**config.mk**
```make
export PLATFORM = sky130hd
export DESIGN_NAME = scan_code_to_hid_key_report_unit
export DESIGN_NICKNAME = d
export VERILOG_FILES = /design/src/sc2hid_pkg.sv /design/src/sc2hid_front.sv /design/src/sc2hid_queue.sv /design/src/sc2hid_back.sv /design/src/scan_code_to_hid_key_report_unit.sv
export SDC_FILE = /design/constraint.sdc
export NUM_CORES = 1
export LEC_CHECK = 0
export ABC_AREA = 0
export ABC_CLOCK_PERIOD_IN_PS = 3790
export BUFFER_PORTS_ARGS = -buffer_cell sky130_fd_sc_hd__buf_4
export CAP_MARGIN = 20
export CORE_ASPECT_RATIO = 0.9
export CORE_UTILIZATION = 50
export DETAILED_ROUTE_END_ITERATION = 10
export PLACE_DENSITY = 0.7
export SYNTH_ARGS = -nofsm -noshare
export SYNTH_HDL_FRONTEND = slang
export SYNTH_SLANG_ARGS = --single-unit
```
**constraint.sdc**
```tcl
create_clock -name clk -period 3.79 [get_ports clk]
set_input_delay 0.5685 -clock clk [delete_from_list [all_inputs] [get_ports clk]]
set_output_delay 0.5685 -clock clk [all_outputs]
set_load 0.01 [all_outputs]
```
**src/sc2hid_pkg.sv**
```systemverilog
`default_nettype none

package sc2hid_pkg;

  // Report geometry.
  localparam int KEY_SLOTS_DEF = 6;
  localparam int OUT_SLOTS     = 6;

  // Command queue between the classifier and the report engine.
  localparam int QUEUE_DEPTH = 2;
  localparam int QPTR_W      = $clog2(QUEUE_DEPTH);
  localparam int QCNT_W      = $clog2(QUEUE_DEPTH + 1);

  // Modifier scan codes.
  localparam logic [15:0] SC_LCTRL  = 16'h001D;
  localparam logic [15:0] SC_LSHIFT = 16'h002A;
  localparam logic [15:0] SC_LALT   = 16'h0038;
  localparam logic [15:0] SC_LGUI   = 16'hE05B;
  localparam logic [15:0] SC_RCTRL  = 16'hE01D;
  localparam logic [15:0] SC_RSHIFT = 16'h0036;
  localparam logic [15:0] SC_RALT   = 16'hE038;
  localparam logic [15:0] SC_RGUI   = 16'hE05C;

  typedef enum logic [1:0] {
    CMD_REJECT = 2'd0,
    CMD_MOD    = 2'd1,
    CMD_KEY    = 2'd2
  } cmd_kind_t;

  // One classified event. The operand is the modifier mask for a
  // modifier command and the HID usage for a key command.
  typedef struct packed {
    cmd_kind_t   kind;
    logic        is_make;
    logic [7:0]  operand;
  } cmd_t;

  typedef struct packed {
    logic [7:0]                  mods;
    logic [OUT_SLOTS-1:0][7:0]   keys;
  } report_t;

  function automatic logic [7:0] modifier_mask(input logic [15:0] code);
    logic [7:0] m;
    case (code)
      SC_LCTRL:  m = 8'h01;
      SC_LSHIFT: m = 8'h02;
      SC_LALT:   m = 8'h04;
      SC_LGUI:   m = 8'h08;
      SC_RCTRL:  m = 8'h10;
      SC_RSHIFT: m = 8'h20;
      SC_RALT:   m = 8'h40;
      SC_RGUI:   m = 8'h80;
      default:   m = 8'h00;
    endcase
    return m;
  endfunction

  // Scan code to HID usage. Where the usage table holds a scan code
  // twice, the lower usage is the one listed. Zero means no usage.
  function automatic logic [7:0] lookup_usage(input logic [15:0] code);
    logic [7:0] u;
    case (code)
      16'h001E: u = 8'h04;  16'h0030: u = 8'h05;  16'h002E: u = 8'h06;
      16'h0020: u = 8'h07;  16'h0012: u = 8'h08;  16'h0021: u = 8'h09;
      16'h0022: u = 8'h0A;  16'h0023: u = 8'h0B;  16'h0017: u = 8'h0C;
      16'h0024: u = 8'h0D;  16'h0025: u = 8'h0E;  16'h0026: u = 8'h0F;
      16'h0032: u = 8'h10;  16'h0031: u = 8'h11;  16'h0018: u = 8'h12;
      16'h0019: u = 8'h13;  16'h0010: u = 8'h14;  16'h0013: u = 8'h15;
      16'h001F: u = 8'h16;  16'h0014: u = 8'h17;  16'h0016: u = 8'h18;
      16'h002F: u = 8'h19;  16'h0011: u = 8'h1A;  16'h002D: u = 8'h1B;
      16'h0015: u = 8'h1C;  16'h002C: u = 8'h1D;  16'h0002: u = 8'h1E;
      16'h0003: u = 8'h1F;  16'h0004: u = 8'h20;  16'h0005: u = 8'h21;
      16'h0006: u = 8'h22;  16'h0007: u = 8'h23;  16'h0008: u = 8'h24;
      16'h0009: u = 8'h25;  16'h000A: u = 8'h26;  16'h000B: u = 8'h27;
      16'h001C: u = 8'h28;  16'h0001: u = 8'h29;  16'h000E: u = 8'h2A;
      16'h000F: u = 8'h2B;  16'h0039: u = 8'h2C;  16'h000C: u = 8'h2D;
      16'h000D: u = 8'h2E;  16'h001A: u = 8'h2F;  16'h001B: u = 8'h30;
      16'h002B: u = 8'h31;  16'h0027: u = 8'h33;  16'h0028: u = 8'h34;
      16'h0029: u = 8'h35;  16'h0033: u = 8'h36;  16'h0034: u = 8'h37;
      16'h0035: u = 8'h38;  16'h003A: u = 8'h39;  16'h003B: u = 8'h3A;
      16'h003C: u = 8'h3B;  16'h003D: u = 8'h3C;  16'h003E: u = 8'h3D;
      16'h003F: u = 8'h3E;  16'h0040: u = 8'h3F;  16'h0041: u = 8'h40;
      16'h0042: u = 8'h41;  16'h0043: u = 8'h42;  16'h0044: u = 8'h43;
      16'h0057: u = 8'h44;  16'h0058: u = 8'h45;  16'hE037: u = 8'h46;
      16'h0046: u = 8'h47;  16'hE046: u = 8'h48;  16'hE052: u = 8'h49;
      16'hE047: u = 8'h4A;  16'hE049: u = 8'h4B;  16'hE053: u = 8'h4C;
      16'hE04F: u = 8'h4D;  16'hE051: u = 8'h4E;  16'hE04D: u = 8'h4F;
      16'h0045: u = 8'h53;  16'hE035: u = 8'h54;  16'h0037: u = 8'h55;
      16'h004A: u = 8'h56;  16'h004E: u = 8'h57;  16'hE01C: u = 8'h58;
      16'h004F: u = 8'h59;  16'h0050: u = 8'h5A;  16'h0051: u = 8'h5B;
      16'h004B: u = 8'h5C;  16'h004C: u = 8'h5D;  16'h004D: u = 8'h5E;
      16'h0047: u = 8'h5F;  16'h0048: u = 8'h60;  16'h0049: u = 8'h61;
      16'h0052: u = 8'h62;  16'h0053: u = 8'h63;  16'h0056: u = 8'h64;
      16'hE05D: u = 8'h65;  16'hE05E: u = 8'h66;  16'h0059: u = 8'h67;
      16'h0064: u = 8'h68;  16'h0065: u = 8'h69;  16'h0066: u = 8'h6A;
      16'h0067: u = 8'h6B;  16'h0068: u = 8'h6C;  16'h0069: u = 8'h6D;
      16'h006A: u = 8'h6E;  16'h006B: u = 8'h6F;  16'h006C: u = 8'h70;
      16'h006D: u = 8'h71;  16'h006E: u = 8'h72;  16'h0076: u = 8'h73;
      16'h007E: u = 8'h85;  16'h0073: u = 8'h87;  16'h0070: u = 8'h88;
      16'h007D: u = 8'h89;  16'h0079: u = 8'h8A;  16'h007B: u = 8'h8B;
      16'h005C: u = 8'h8C;  16'h0072: u = 8'h90;  16'h0071: u = 8'h91;
      16'h0078: u = 8'h92;  16'h0077: u = 8'h93;
      SC_LCTRL:  u = 8'hE0;  SC_LSHIFT: u = 8'hE1;  SC_LALT:   u = 8'hE2;
      SC_LGUI:   u = 8'hE3;  SC_RCTRL:  u = 8'hE4;  SC_RSHIFT: u = 8'hE5;
      SC_RALT:   u = 8'hE6;  SC_RGUI:   u = 8'hE7;
      default:  u = 8'h00;
    endcase
    return u;
  endfunction

endpackage

`default_nettype wire

```
**src/sc2hid_front.sv**
```systemverilog
`default_nettype none

// Classifies one event into a modifier, key or reject command.
module sc2hid_front (
  input  wire logic          mode,
  input  wire logic [15:0]   scan_code,
  input  wire logic          is_make,
  output sc2hid_pkg::cmd_t   cmd
);

  logic [7:0] mask_w;
  logic [7:0] usage_w;

  always_comb begin
    mask_w  = sc2hid_pkg::modifier_mask(scan_code);
    usage_w = sc2hid_pkg::lookup_usage(scan_code);
    cmd.is_make = is_make;
    if (mode) begin
      cmd.operand = usage_w;
      cmd.kind    = (usage_w != 8'h00) ? sc2hid_pkg::CMD_KEY : sc2hid_pkg::CMD_REJECT;
    end else begin
      cmd.operand = mask_w;
      cmd.kind    = (mask_w != 8'h00) ? sc2hid_pkg::CMD_MOD : sc2hid_pkg::CMD_REJECT;
    end
  end

endmodule

`default_nettype wire

```
**src/sc2hid_queue.sv**
```systemverilog
`default_nettype none

// Small FIFO of classified commands.
module sc2hid_queue (
  input  wire logic          clk,
  input  wire logic          rst_n,
  input  wire logic          push_valid,
  input  wire sc2hid_pkg::cmd_t push_cmd,
  output logic               full,
  output logic               head_valid,
  output sc2hid_pkg::cmd_t   head_cmd,
  input  wire logic          pop
);

  sc2hid_pkg::cmd_t                  entries_r [sc2hid_pkg::QUEUE_DEPTH];
  logic [sc2hid_pkg::QPTR_W-1:0]     wr_ptr_r, wr_ptr_nxt;
  logic [sc2hid_pkg::QPTR_W-1:0]     rd_ptr_r, rd_ptr_nxt;
  logic [sc2hid_pkg::QCNT_W-1:0]     count_r, count_nxt;
  logic                              push;
  logic                              do_pop;

  assign full       = (count_r == sc2hid_pkg::QCNT_W'(sc2hid_pkg::QUEUE_DEPTH));
  assign head_valid = (count_r != '0);
  assign head_cmd   = entries_r[rd_ptr_r];
  assign push       = push_valid && !full;
  assign do_pop     = pop && head_valid;

  always_comb begin
    wr_ptr_nxt = wr_ptr_r;
    rd_ptr_nxt = rd_ptr_r;
    count_nxt  = count_r;
    if (push) begin
      wr_ptr_nxt = (wr_ptr_r == sc2hid_pkg::QPTR_W'(sc2hid_pkg::QUEUE_DEPTH - 1))
                   ? '0 : wr_ptr_r + 1'b1;
    end
    if (do_pop) begin
      rd_ptr_nxt = (rd_ptr_r == sc2hid_pkg::QPTR_W'(sc2hid_pkg::QUEUE_DEPTH - 1))
                   ? '0 : rd_ptr_r + 1'b1;
    end
    if (push && !do_pop) begin
      count_nxt = count_r + 1'b1;
    end else if (do_pop && !push) begin
      count_nxt = count_r - 1'b1;
    end
  end

  always_ff @(posedge clk) begin
    if (!rst_n) begin
      wr_ptr_r <= '0;
      rd_ptr_r <= '0;
      count_r  <= '0;
    end else begin
      wr_ptr_r <= wr_ptr_nxt;
      rd_ptr_r <= rd_ptr_nxt;
      count_r  <= count_nxt;
    end
  end

  always_ff @(posedge clk) begin
    if (push) begin
      entries_r[wr_ptr_r] <= push_cmd;
    end
  end

endmodule

`default_nettype wire

```
**src/sc2hid_back.sv**
```systemverilog
`default_nettype none

// Applies commands to the held report and owns the result register.
module sc2hid_back #(
  parameter int KEY_SLOTS = sc2hid_pkg::KEY_SLOTS_DEF
) (
  input  wire logic          clk,
  input  wire logic          rst_n,
  input  wire logic          cmd_valid,
  input  wire sc2hid_pkg::cmd_t cmd,
  output logic               cmd_pop,
  output logic               res_valid,
  input  wire logic          res_stall,
  output logic               res_accepted,
  output sc2hid_pkg::report_t report
);

  logic [7:0]                  held_mods_r, held_mods_nxt;
  logic [KEY_SLOTS-1:0][7:0]   held_keys_r, held_keys_nxt;
  logic                        valid_r, valid_nxt;
  logic                        acc_r, acc_nxt;
  logic [KEY_SLOTS:0][7:0]     ext_w;
  logic [KEY_SLOTS+sc2hid_pkg::OUT_SLOTS-1:0][7:0] pad_w;

  assign cmd_pop      = cmd_valid && (!valid_r || !res_stall);
  assign res_valid    = valid_r;
  assign res_accepted = acc_r;
  assign ext_w        = {8'h00, held_keys_r};
  assign pad_w        = {{sc2hid_pkg::OUT_SLOTS{8'h00}}, held_keys_r};
  // The report registers only change when a new result is loaded, so
  // they serve as the result payload directly.
  assign report.mods  = held_mods_r;
  assign report.keys  = pad_w[sc2hid_pkg::OUT_SLOTS-1:0];

  always_comb begin
    logic found;
    logic seen_hit;
    logic seen_empty;
    logic any_empty;
    held_mods_nxt = held_mods_r;
    held_keys_nxt = held_keys_r;
    acc_nxt       = acc_r;
    valid_nxt     = valid_r && res_stall;
    found         = 1'b0;
    any_empty     = 1'b0;
    seen_hit      = 1'b0;
    seen_empty    = 1'b0;
    for (int i = 0; i < KEY_SLOTS; i++) begin
      found     = found || (held_keys_r[i] == cmd.operand);
      any_empty = any_empty || (held_keys_r[i] == 8'h00);
    end
    if (cmd_pop) begin
      valid_nxt = 1'b1;
      case (cmd.kind)
        sc2hid_pkg::CMD_MOD: begin
          acc_nxt = 1'b1;
          if (cmd.is_make) begin
            held_mods_nxt = held_mods_r | cmd.operand;
          end else begin
            held_mods_nxt = held_mods_r & ~cmd.operand;
          end
        end
        sc2hid_pkg::CMD_KEY: begin
          if (cmd.is_make) begin
            acc_nxt = found || any_empty;
            if (!found) begin
              // Fill the first empty slot.
              for (int i = 0; i < KEY_SLOTS; i++) begin
                if (!seen_empty && held_keys_r[i] == 8'h00) begin
                  held_keys_nxt[i] = cmd.operand;
                end
                seen_empty = seen_empty || (held_keys_r[i] == 8'h00);
              end
            end
          end else begin
            acc_nxt = found;
            // From the matching slot on, every slot takes its successor.
            for (int i = 0; i < KEY_SLOTS; i++) begin
              seen_hit = seen_hit || (held_keys_r[i] == cmd.operand);
              if (seen_hit) begin
                held_keys_nxt[i] = ext_w[i+1];
              end
            end
          end
        end
        default: begin
          acc_nxt = 1'b0;
        end
      endcase
    end
  end

  always_ff @(posedge clk) begin
    if (!rst_n) begin
      held_mods_r <= '0;
      held_keys_r <= '0;
      valid_r     <= 1'b0;
      acc_r       <= 1'b0;
    end else begin
      held_mods_r <= held_mods_nxt;
      held_keys_r <= held_keys_nxt;
      valid_r     <= valid_nxt;
      acc_r       <= acc_nxt;
    end
  end

endmodule

`default_nettype wire

```
**src/scan_code_to_hid_key_report_unit.sv**
```systemverilog
`default_nettype none

// Keeps a USB HID boot keyboard report (modifier byte plus key slots)
// from a stream of PS/2 set-1 make and break beats. Each input beat gives
// exactly one result beat carrying an accepted flag and the whole report
// as it stands after that event; a rejected event still returns the
// unchanged report. An accepted beat lands in a two-entry command
// queue; the report engine pops it while the result register is free or
// being drained and registers the result, shown as out_valid. It applies
// one command per cycle, which sets the sustained rate at one beat per cycle
// while the result side is not stalled. Slots beyond KEY_SLOTS read as
// zero; with more than six slots only the first six are reported.
module scan_code_to_hid_key_report_unit #(
  parameter int KEY_SLOTS = sc2hid_pkg::KEY_SLOTS_DEF
) (
  input  wire logic         clk,
  input  wire logic         rst_n,
  input  wire logic         in_valid,
  output logic              in_stall,
  input  wire logic         in_mode,
  input  wire logic [15:0]  in_scan_code,
  input  wire logic         in_is_make,
  output logic              out_valid,
  input  wire logic         out_stall,
  output logic              out_accepted,
  output logic [7:0]        out_modifier_bits,
  output logic [7:0]        out_key_slot0,
  output logic [7:0]        out_key_slot1,
  output logic [7:0]        out_key_slot2,
  output logic [7:0]        out_key_slot3,
  output logic [7:0]        out_key_slot4,
  output logic [7:0]        out_key_slot5
);

  sc2hid_pkg::cmd_t     front_cmd;
  sc2hid_pkg::cmd_t     head_cmd;
  sc2hid_pkg::report_t  report;
  logic                 q_full;
  logic                 head_valid;
  logic                 head_pop;

  // The front only classifies; the input stalls while the queue is full.
  sc2hid_front u_front (
    .mode      (in_mode),
    .scan_code (in_scan_code),
    .is_make   (in_is_make),
    .cmd       (front_cmd)
  );

  assign in_stall = q_full;

  sc2hid_queue u_queue (
    .clk        (clk),
    .rst_n      (rst_n),
    .push_valid (in_valid),
    .push_cmd   (front_cmd),
    .full       (q_full),
    .head_valid (head_valid),
    .head_cmd   (head_cmd),
    .pop        (head_pop)
  );

  // The back holds the report and the result register, and takes the
  // next command whenever the result register is free or being drained.
  sc2hid_back #(
    .KEY_SLOTS (KEY_SLOTS)
  ) u_back (
    .clk          (clk),
    .rst_n        (rst_n),
    .cmd_valid    (head_valid),
    .cmd          (head_cmd),
    .cmd_pop      (head_pop),
    .res_valid    (out_valid),
    .res_stall    (out_stall),
    .res_accepted (out_accepted),
    .report       (report)
  );

  assign out_modifier_bits = report.mods;
  assign out_key_slot0     = report.keys[0];
  assign out_key_slot1     = report.keys[1];
  assign out_key_slot2     = report.keys[2];
  assign out_key_slot3     = report.keys[3];
  assign out_key_slot4     = report.keys[4];
  assign out_key_slot5     = report.keys[5];

endmodule

`default_nettype wire

```
==> results of run 1 <==
-- cells in the mapped netlist, types with 4 or more instances --
library cell and n:
nand2_1 122, dfxtp_1 63, clkbuf_1 56, nor2_1 56
mux2i_1 51, o211ai_1 44, xnor2_1 42, o21ai_0 31
a21oi_1 27, nor4_1 27, nand3_1 24, edfxtp_1 22
nor3_1 19, a31oi_1 16, nand2b_1 13, xor2_1 12
and2_1 10, nand4_1 10, inv_1 9, o21bai_1 9
a22oi_1 8, mux2i_4 8, nor4b_1 8, o22ai_1 8
o311a_1 8, and3_1 7, nor2b_1 6, or3_1 6
a21boi_0 5, a32oi_1 5, buf_1 5, a2111oi_0 4
a211oi_1 4, nand3b_1 4, o21a_1 4, o31ai_1 4
-- final timing paths --
check                                   start                                 to  slack, ns  depth (start not counted)
setup / recovery                    flip-flop     u_back.report[44]$_SDFFE_PN0P_       0.54                          9
hold reg to reg   u_back.res_valid$_SDFF_PN0_        u_back.res_valid$_SDFF_PN0_       0.50                          2
hold / removal                     in_is_make  u_queue.entries_r[1][8]$_DFFE_PP_       0.42                          1
setup reg to reg                    flip-flop     u_back.report[44]$_SDFFE_PN0P_       0.54                          9
-- layer usage --
metal / vias to the layer above / share of wire (%) / track usage (%)
met1: 3354 / 43 / 55.1
li1: 3175 / - / -
met2: 548 / 40 / 47.7
met5: - / 0 / 0
met4: 0 / 2.7 / 11.0
met3: 87 / 14 / 13.6
-- power groups by stage --
| stage | logic, mW | registers (mW) | clock network [mW] |
|---|---|---|---|
| 6_report | 1.31 | 1.09 | 0.901 |
| 5_1_grt | 1.40 | 1.10 | 0.948 |
| 4_1_cts | 1.27 | 1.09 | 0.905 |
| 3_5_place_dp | 1.26 | 1.11 | 0 |
| 3_3_place_gp | 1.22 | 1.11 | 0 |
| 2_1_floorplan | 0.898 | 1.12 | 0 |
-- kinds of logic (layout without fill, tap and decap cells) --
kind of cell / Yosys count / in the layout / synth area share [%]
XOR/XNOR: 54 / 54 / 7.14
flip-flops: 85 / 85 / 29.0
AO/OA/AOI/OAI: 207 / 207 / 22.3
AND/OR/NAND/NOR: 333 / 333 / 25.3
adder cells (fa/ha/maj): 3 / 3 / 0.566
buffers and inverters: 74 / 135 / 4.78
multiplexers: 62 / 62 / 10.9
-- final cells by class --
| cell class | instances | area (um2) |
|---|---|---|
| clock buffers | 11 | 275 |
| clock inverters | 5 | 37.5 |
| well taps | 164 | 205 |
| flip-flops and latches | 85 | 1920 |
| fillers | 1113 | 5140 |
| inverters | 9 | 33.8 |
| multi-input cells | 659 | 4390 |
| repair buffers | 110 | 826 |
-- through the flow --
step                      total power [mW]  instances  worst slack [ns]
after floorplan                       2.01        818             0.933
after global placement                2.33       1027             0.384
after detailed placement              2.37       1027             0.494
after CTS                             3.27       1043             0.611
after global routing                  3.45       1043             0.443
final                                 3.30       1043             0.545
==> metrics.yaml, run 1 <==
status: "finished, final reports clean"
path_delay_family: "compound AO/OA/AOI/OAI gates"
clockRootBuffer: "clkbuf_16"
layout_commonest_cell: "nand2_1"
die_x_um: 123
postRouteAntennaNets: 0
synth_top_area_cell: "dfxtp_1"
grt_max_degree: 113
cts_buffer_depth: 2
fin_nets: 899
clock_sinks: 85
slew_violations: 0
fin_crit_sh_pct: 85.6
worstPathArrival_ns: 3.51
synth_nets: 843
post_cts_buffers: 0
max_freq_mhz: 308
placed_area_um2: 7380
vias_per_cell: 6.87
cp_slowest_cell: "mux2i_4"
pwr-share-comb_pct: 39.6
synth_edf_count: 22
place.detailed.hpwl_mm: 17.8
fin_crit_ns: 3.25
clk_latency_ns: 0.34
synth.distinct_cells: 73
drive_above_1_share_pct: 17.2
rsz0062_at_grt: "no"
setup_viol: 0
synth_ff_type: "dfxtp_1"
io_buffers: 80
critPathKind: "reg -> reg"
place_congestion: 1.02
p_leak_nw: 2.95
setup_tns_ns: 0
clkTransAtPathRegs_ns: 0.06
pwr-share-seq_pct: 33.1
most-common-layout-cells: "nand2_1 (122), buf_4 (110), dfxtp_1 (63)"
maxCapViolCount: 0
coreArea_um2: 12800
hold_viol: 0
tightest_slew_ns: 1.02
p_switching_mw: 1.26
async_reset_ff_share_pct: 0
die_area_um2: 13700
synth_area_um2: 6630
whs_ns: 0.425
n_antenna_cell: 0
swShare_pct: 38.2
ir_worst_vdd_mv: 0.467
drc: 0
initial_core_util_pct: 51.6
overflow: 0
synth_area_leaders: "dfxtp_1 (19%), edfxtp_1 (10%), mux2i_1 (7.7%)"
grt_pass1_wl_mm: 37.9
ys_seq_area_share_pct: 29.0
relSlewSlack_pct: 32.0
die_height_um: 111
path_max_fanout: 12
critPathRequiredTime_ns: 4.06
intPower_mw: 2.04
final_util_pct: 59.9
antenna_found_initial: 0
critPathMaxStageDelay_ns: 0.67
wl_mm: 24.7
synth_area_per_cell_um2: 8.10
grt_use_total_pct: 36.7
htreeDepth: 3
path_buf_inv: 1
dr.pass1.iters: 6
cts_buffers: 9
synth.top_cell.area_share_pct: 19.0
ctsHoldBuffers: 0
min_path_type: "in -> reg"
finClkSkew_ns: 0.00694
critPathLaunchType: "flip-flop"
placementRows: 39
syn_to_final_growth_pct: 16.0
cts_resized: 0
postSynthCellCount: 818
endpoint_kind: "flip-flop"
vias: 7164
clock_power_share_pct: 27.3
ios: 81
yosysWarnings: 0
grt_pass1_vias: 6462
cp_cell_sequence: "buf_4, mux2i_4, xnor2_1, nor4_1, nand2_1, and3_4, a41o_1, o311a_1, mux2i_1"
cts_tree: "yes"
ys_ff_latch: 85
routedWlPerCell_um: 23.7
power.density_nw_per_um2: 429
stdcell_area_um2: 7690
drt_iter0_drc: 1223
Power figures use the tool's default switching activity.
==> run 2, diff against run 1 <==
--- a/config.mk
+++ b/config.mk
@@ -12,6 +12,7 @@
 export CORE_ASPECT_RATIO = 0.9
 export CORE_UTILIZATION = 50
 export DETAILED_ROUTE_END_ITERATION = 10
+export MAX_ROUTING_LAYER = met4
 export PLACE_DENSITY = 0.7
 export SYNTH_ARGS = -nofsm -noshare
 export SYNTH_HDL_FRONTEND = slang
==> run 2 against run 1 <==
Effect of this change:
- sequential cell count is the same
- wire length grew 3.0%
- sequential share of layout area shrank 0.17 points
- clock-buffer cell count shrank 2
- critical path depth is the same
- sequential power is essentially flat
- via count grew 1.7%
- first-iteration DRC count shrank 9.9%
- maximum frequency shrank 2.7%
- die area is the same
- non-clock buffer count grew 9
- register-to-register slack lost 0.09 ns
- critical endpoint unchanged
- largest power group unchanged
- highest routed layer unchanged
==> metrics.yaml, run 2 (synthesis gave the netlist of run 1 again) <==
worstPathArrival_ns: 3.59  # was 3.51 ns
most-common-layout-cells: "nand2_1 (122), buf_4 (119), dfxtp_1 (63)"  # was nand2_1 (122), buf_4 (110), dfxtp_1 (63)
drc: 0  # unchanged
endpoint_kind: "flip-flop"  # unchanged
grt_pass1_vias: 6641  # was 6462
setup_tns_ns: 0  # unchanged
n_antenna_cell: 0  # unchanged
fin_crit_sh_pct: 88.0  # was 85.6%
io_buffers: 80  # unchanged
finClkSkew_ns: 0.00923  # was 0.00694 ns
maxCapViolCount: 0  # unchanged
rsz0062_at_grt: "no"  # unchanged
path_max_fanout: 12  # unchanged
overflow: 0  # unchanged
dp.cells: 1036  # was 1027
preCtsSetupSlack_ns: 0.477  # was 0.494 ns
place_congestion: 1.01  # was 1.02
routedWlPerCell_um: 24.2  # was 23.7 um
fin_nets: 908  # was 899
critPathLaunchType: "flip-flop"  # unchanged
met1Wirelength_mm: 10.9  # was 10.8 mm
cts_buffer_depth: 2  # unchanged
highest_layer: "met4"  # unchanged
place.detailed.hpwl_mm: 18.8  # was 17.8 mm
grt_use_total_pct: 38.8  # was 36.7%
fin_crit_ns: 3.34  # was 3.25 ns
drive_above_1_share_pct: 18.0  # was 17.2%
dr_wl_met2_mm: 10.4  # was 9.79 mm
grt_pass1_wl_mm: 38.6  # was 37.9 mm
antenna_found_initial: 0  # unchanged
ir_worst_vdd_mv: 0.460  # was 0.467 mV
post_cts_buffers: 0  # unchanged
critPathKind: "reg -> reg"  # unchanged
reg2reg_depth: 9  # unchanged
min_path_type: "in -> reg"  # unchanged
tightest_slew_ns: 1.07  # was 1.02 ns
syn_to_final_growth_pct: 16.8  # was 16.0%
cts_tree: "yes"  # unchanged
clkTransAtPathRegs_ns: 0.06  # about the same
hold_viol: 0  # unchanged
postRouteAntennaNets: 0  # unchanged
clk_latency_ns: 0.35  # was 0.34 ns
cts_buffers: 9  # unchanged
initial_core_util_pct: 51.6  # unchanged
die_x_um: 123  # unchanged
cts_resized: 0  # unchanged
status: "finished, final reports clean"  # unchanged
layout.cells.non_filler: 1052  # was 1043
critPathRequiredTime_ns: 4.04  # was 4.06 ns
relSlewSlack_pct: 28.2  # was 32.0%
min_to: "u_queue.entries_r[0][8]$_DFFE_PP_"  # was u_queue.entries_r[1][8]$_DFFE_PP_
reg2reg_to: "u_back.report[44]$_SDFFE_PN0P_"  # unchanged
p_leak_nw: 2.99  # was 2.95 nW
power.density_nw_per_um2: 426  # was 429 nW/um2
max_freq_mhz: 300  # was 308 MHz
coreArea_um2: 12800  # unchanged
dr_wl_met3_mm: 3.63  # was 3.52 mm
whs_ns: 0.417  # was 0.425 ns
die_area_um2: 13700  # unchanged
setup_viol: 0  # unchanged
htreeDepth: 3  # unchanged
min_from: "in_is_make"  # unchanged
dr.pass1.iters: 8  # was 6
ios: 81  # unchanged
drt_iter0_drc: 1102  # was 1223
clock_sinks: 85  # unchanged
slew_violations: 0  # unchanged
layout_commonest_cell: "nand2_1"  # unchanged
final.setup.worst_slack_ns: 0.455  # was 0.545 ns
placementRows: 39  # unchanged
clockRootBuffer: "clkbuf_16"  # unchanged
hold_path_depth: 1  # unchanged
wl_mm: 25.5  # was 24.7 mm
grt_max_degree: 113  # unchanged
ctsHoldBuffers: 0  # unchanged
vias_per_cell: 6.92  # was 6.87
reg2reg_slack_ns: 0.45  # was 0.54 ns
die_height_um: 111  # unchanged
vias: 7283  # was 7164
==> run 2: cell count changes in the layout (fill, tap and decap cells not counted), sizes merged <==
cell,previous run,this run
bufinv,0,1
clkinvlp,1,0
buf,110,119
clkinv,3,5
clkbuf,11,9
==> run 2: per-layer routing <==
layer / vias up / global-route usage (%)
met5: - / -
met4: 0 / 9.40
met3: 55 / 11.4
met2: 556 / 50.7
met1: 3483 / 57.5
li1: 3189 / -
==> run 2: how the worst max path moves through the flow <==
stage                    startpoint                           endpoint  slack, ns  depth (start not counted)
global route              flip-flop     u_back.report[44]$_SDFFE_PN0P_       0.38                          9
CTS                       flip-flop     u_back.report[44]$_SDFFE_PN0P_       0.55                          9
floorplan           in_scan_code[0]  u_queue.entries_r[0][3]$_DFFE_PP_       0.93                         10
global placement    in_scan_code[8]  u_queue.entries_r[0][0]$_DFFE_PP_       0.42                         10
detailed placement  in_scan_code[8]  u_queue.entries_r[1][0]$_DFFE_PP_       0.48                         10
finish                    flip-flop     u_back.report[44]$_SDFFE_PN0P_       0.45                          9
==> run 2: through the flow <==
stage | total power [mW] | util, % | cell area [um2]
after global routing | 3.44 | 60.3 | 7740
after CTS | 3.27 | 60.3 | 7740
after detailed placement | 2.39 | 58.0 | 7440
final | 3.30 | 60.3 | 7740
after floorplan | 2.01 | - | 6630
after global placement | 2.34 | 58.0 | 7440
==> run 2: area by class of cell <==
type	count	area, um2
Tap cell	164	205
Timing Repair Buffer	119	893
Clock inverter	7	73.8
Clock buffer	9	225
Sequential cell	85	1920
Multi-Input combinational cell	659	4390
Fill cell	1125	5090
Inverter	9	33.8
==> run 2: worst max-delay path, cell delays in order, from the launching register on <==
cell,delay (ns)
dfxtp_1,0.31
buf_4,0.33
mux2i_4,0.69
xnor2_1,0.20
nor4_1,0.08
nand2_1,0.12
and3_4,0.23
a41o_1,0.42
o311a_1,0.55
mux2i_1,0.29
==> run 2: report_power, final <==
| group | switching [mW] | total [mW] | leakage, nW | internal (mW) |
|---|---|---|---|---|
| Combinational | 0.822 | 1.32 | 2.12 | 0.500 |
| Clock | 0.368 | 0.880 | 0.147 | 0.512 |
| Sequential | 0.0729 | 1.10 | 0.720 | 1.02 |
| Total | 1.26 | 3.30 | 2.99 | 2.04 |
==> run 3, diff against run 2 <==
--- a/config.mk
+++ b/config.mk
@@ -6,8 +6,8 @@
 export NUM_CORES = 1
 export LEC_CHECK = 0
 export ABC_AREA = 0
-export ABC_CLOCK_PERIOD_IN_PS = 3790
-export BUFFER_PORTS_ARGS = -buffer_cell sky130_fd_sc_hd__buf_4
+export ABC_CLOCK_PERIOD_IN_PS = 4050
+export BUFFER_PORTS_ARGS = -buffer_cell sky130_fd_sc_hd__buf_2
 export CAP_MARGIN = 20
 export CORE_ASPECT_RATIO = 0.9
 export CORE_UTILIZATION = 50
==> constraint.sdc (replaced) <==
create_clock -name clk -period 4.05 [get_ports clk]
set_input_delay 0.6075 -clock clk [delete_from_list [all_inputs] [get_ports clk]]
set_output_delay 0.6075 -clock clk [all_outputs]
set_load 0.01 [all_outputs]
==> run 3 against run 2 <==
Effect of this change:
- highest routed layer unchanged
- wire length is 2.2% lower
- combinational power is 8% lower
- clock skew is 0.0020 ns lower
- maximum frequency is 2.3% higher
- sequential cell count stayed put
- global-route usage is 0.89 points lower
- critical path depth stayed put
- critical endpoint is now u_back.report[43]$_SDFFE_PN0P_
- core utilization is 1.5 points lower
- largest cell class unchanged
- via count is 0.26% lower
==> metrics.yaml, run 3 (synthesis gave the netlist of run 1 again) <==
grt_pass1_wl_mm: 38.2  # was 38.6 mm
cts_tree: "yes"  # unchanged
whs_ns: 0.483  # was 0.417 ns
layout.cells.non_filler: 1050  # was 1052
critPathLaunchType: "flip-flop"  # unchanged
fin_nets: 906  # was 908
post_cts_buffers: 0  # unchanged
cp_slowest_cell: "mux2i_4"  # unchanged
p_leak_nw: 2.99  # about the same
drive_above_1_share_pct: 18.1  # was 18.0%
routedWlPerCell_um: 23.7  # was 24.2 um
coreArea_um2: 12800  # unchanged
syn_to_final_growth_pct: 14.0  # was 16.8%
max_freq_mhz: 307  # was 300 MHz
path_max_fanout: 12  # unchanged
place_congestion: 1.05  # was 1.01
clock_sinks: 85  # unchanged
die_area_um2: 13700  # unchanged
status: "finished, final reports clean"  # unchanged
dr.pass1.iters: 5  # was 8
fin_crit_sh_pct: 80.5  # was 88.0%
io_buffers: 80  # unchanged
final.setup.worst_slack_ns: 0.790  # was 0.455 ns
worstPathArrival_ns: 3.52  # was 3.59 ns
layout_commonest_cell: "nand2_1"  # unchanged
die_x_um: 123  # unchanged
htreeDepth: 3  # unchanged
wl_mm: 24.9  # was 25.5 mm
relSlewSlack_pct: 32.7  # was 28.2%
endpoint_kind: "flip-flop"  # unchanged
ctsHoldBuffers: 0  # unchanged
final_util_pct: 58.9  # was 60.3%
placementRows: 39  # unchanged
critPathKind: "reg -> reg"  # unchanged
most-common-layout-cells: "nand2_1 (122), buf_2 (80), dfxtp_1 (63)"  # was nand2_1 (122), buf_4 (119), dfxtp_1 (63)
cts_buffer_depth: 2  # unchanged
grt_use_total_pct: 37.9  # was 38.8%
vias: 7264  # was 7283
vias_per_cell: 6.92  # about the same
clkTransAtPathRegs_ns: 0.06  # about the same
die_height_um: 111  # unchanged
grt_pass1_vias: 6666  # was 6641
drt_iter0_drc: 1167  # was 1102
preCtsSetupSlack_ns: 0.751  # was 0.477 ns
antenna_found_initial: 0  # unchanged
cts_buffers: 9  # unchanged
power_mw: 3.13  # was 3.30 mW
fill_cells: 1107  # was 1125
critPathMaxStageDelay_ns: 0.65  # was 0.69 ns
postRouteAntennaNets: 0  # unchanged
slew_violations: 0  # unchanged
overflow: 0  # unchanged
maxCapViolCount: 0  # unchanged
drc: 0  # unchanged
n_antenna_cell: 0  # unchanged
ir_worst_vdd_mv: 0.404  # was 0.460 mV
ios: 81  # unchanged
grt_max_degree: 72  # was 113
stdcell_area_um2: 7560  # was 7740 um2
critPathRequiredTime_ns: 4.31  # was 4.04 ns
cp_cell_sequence: "buf_4, mux2i_4, xnor2_1, nor4_1, nand2_1, and3_4, a41o_1, o311a_1, mux2i_1"  # unchanged
hold_viol: 0  # unchanged
initial_core_util_pct: 51.6  # unchanged
clockRootBuffer: "clkbuf_16"  # unchanged
fin_crit_ns: 3.26  # was 3.34 ns
tightest_slew_ns: 1.01  # was 1.07 ns
rsz0062_at_grt: "no"  # unchanged
place.detailed.hpwl_mm: 18.1  # was 18.8 mm
setup_viol: 0  # unchanged
setup_tns_ns: 0  # unchanged
min_path_type: "in -> reg"  # unchanged
power.density_nw_per_um2: 414  # was 426 nW/um2
clk_latency_ns: 0.34  # was 0.35 ns
finClkSkew_ns: 0.00721  # was 0.00923 ns
placed_area_um2: 7230  # was 7440 um2
cts_resized: 0  # unchanged
dp.cells: 1034  # was 1036
## run 3: cell count changes in the layout (fill, tap and decap cells not counted)
| cell | before | now |
|---|---|---|
| bufinv_16 | 1 | 2 |
| clkinv_4 | 3 | 1 |
| nor4bb_1 | 2 | 1 |
| nor4bb_2 | 0 | 1 |
| clkinv_1 | 1 | 0 |
| clkinv_2 | 1 | 2 |
| inv_6 | 1 | 2 |
| buf_2 | 0 | 80 |
| buf_4 | 119 | 37 |
## run 3: worst paths after layout
check,end,slack (ns),cells after the start,start
setup reg to reg,u_back.report[43]$_SDFFE_PN0P_,0.79,9,flip-flop
setup / recovery,u_back.report[43]$_SDFFE_PN0P_,0.79,9,flip-flop
hold reg to reg,u_back.res_valid$_SDFF_PN0_,0.50,2,u_back.res_valid$_SDFF_PN0_
hold / removal,u_queue.entries_r[0][8]$_DFFE_PP_,0.48,1,in_is_make
## run 3: metal layers
layer	vias to the layer above	wire, um	global-route usage, %
met5	-	0	-
met2	579	10000	50.5
met1	3411	10500	53.4
li1	3183	-	-
met3	91	3620	12.9
met4	0	716	11.3
## run 3: critical path, delay by kind of cell, from the launching register on
family          cells  cell delay [ns]
compound gates      2             0.98
mux                 2             0.91
simple gates        3             0.43
buf+inv             1             0.32
flops               1             0.31
xor+xnor            1             0.21
## run 3: area by class of cell
type | instances | area (um2) | share of cell area, %
clock buffer | 9 | 225 | 2.98
clock inverter | 7 | 96.3 | 1.28
inverter | 9 | 33.8 | 0.447
multi-input combinational | 659 | 4400 | 58.2
sequential | 85 | 1920 | 25.4
tap | 164 | 205 | 2.72
timing repair buffer | 117 | 678 | 8.97
## run 3: where the power goes
group	internal [mW]	total (mW)	switching [mW]	leakage [nW]
Sequential	0.959	1.03	0.0668	0.720
Combinational	0.435	1.21	0.773	2.10
Clock	0.543	0.891	0.348	0.160
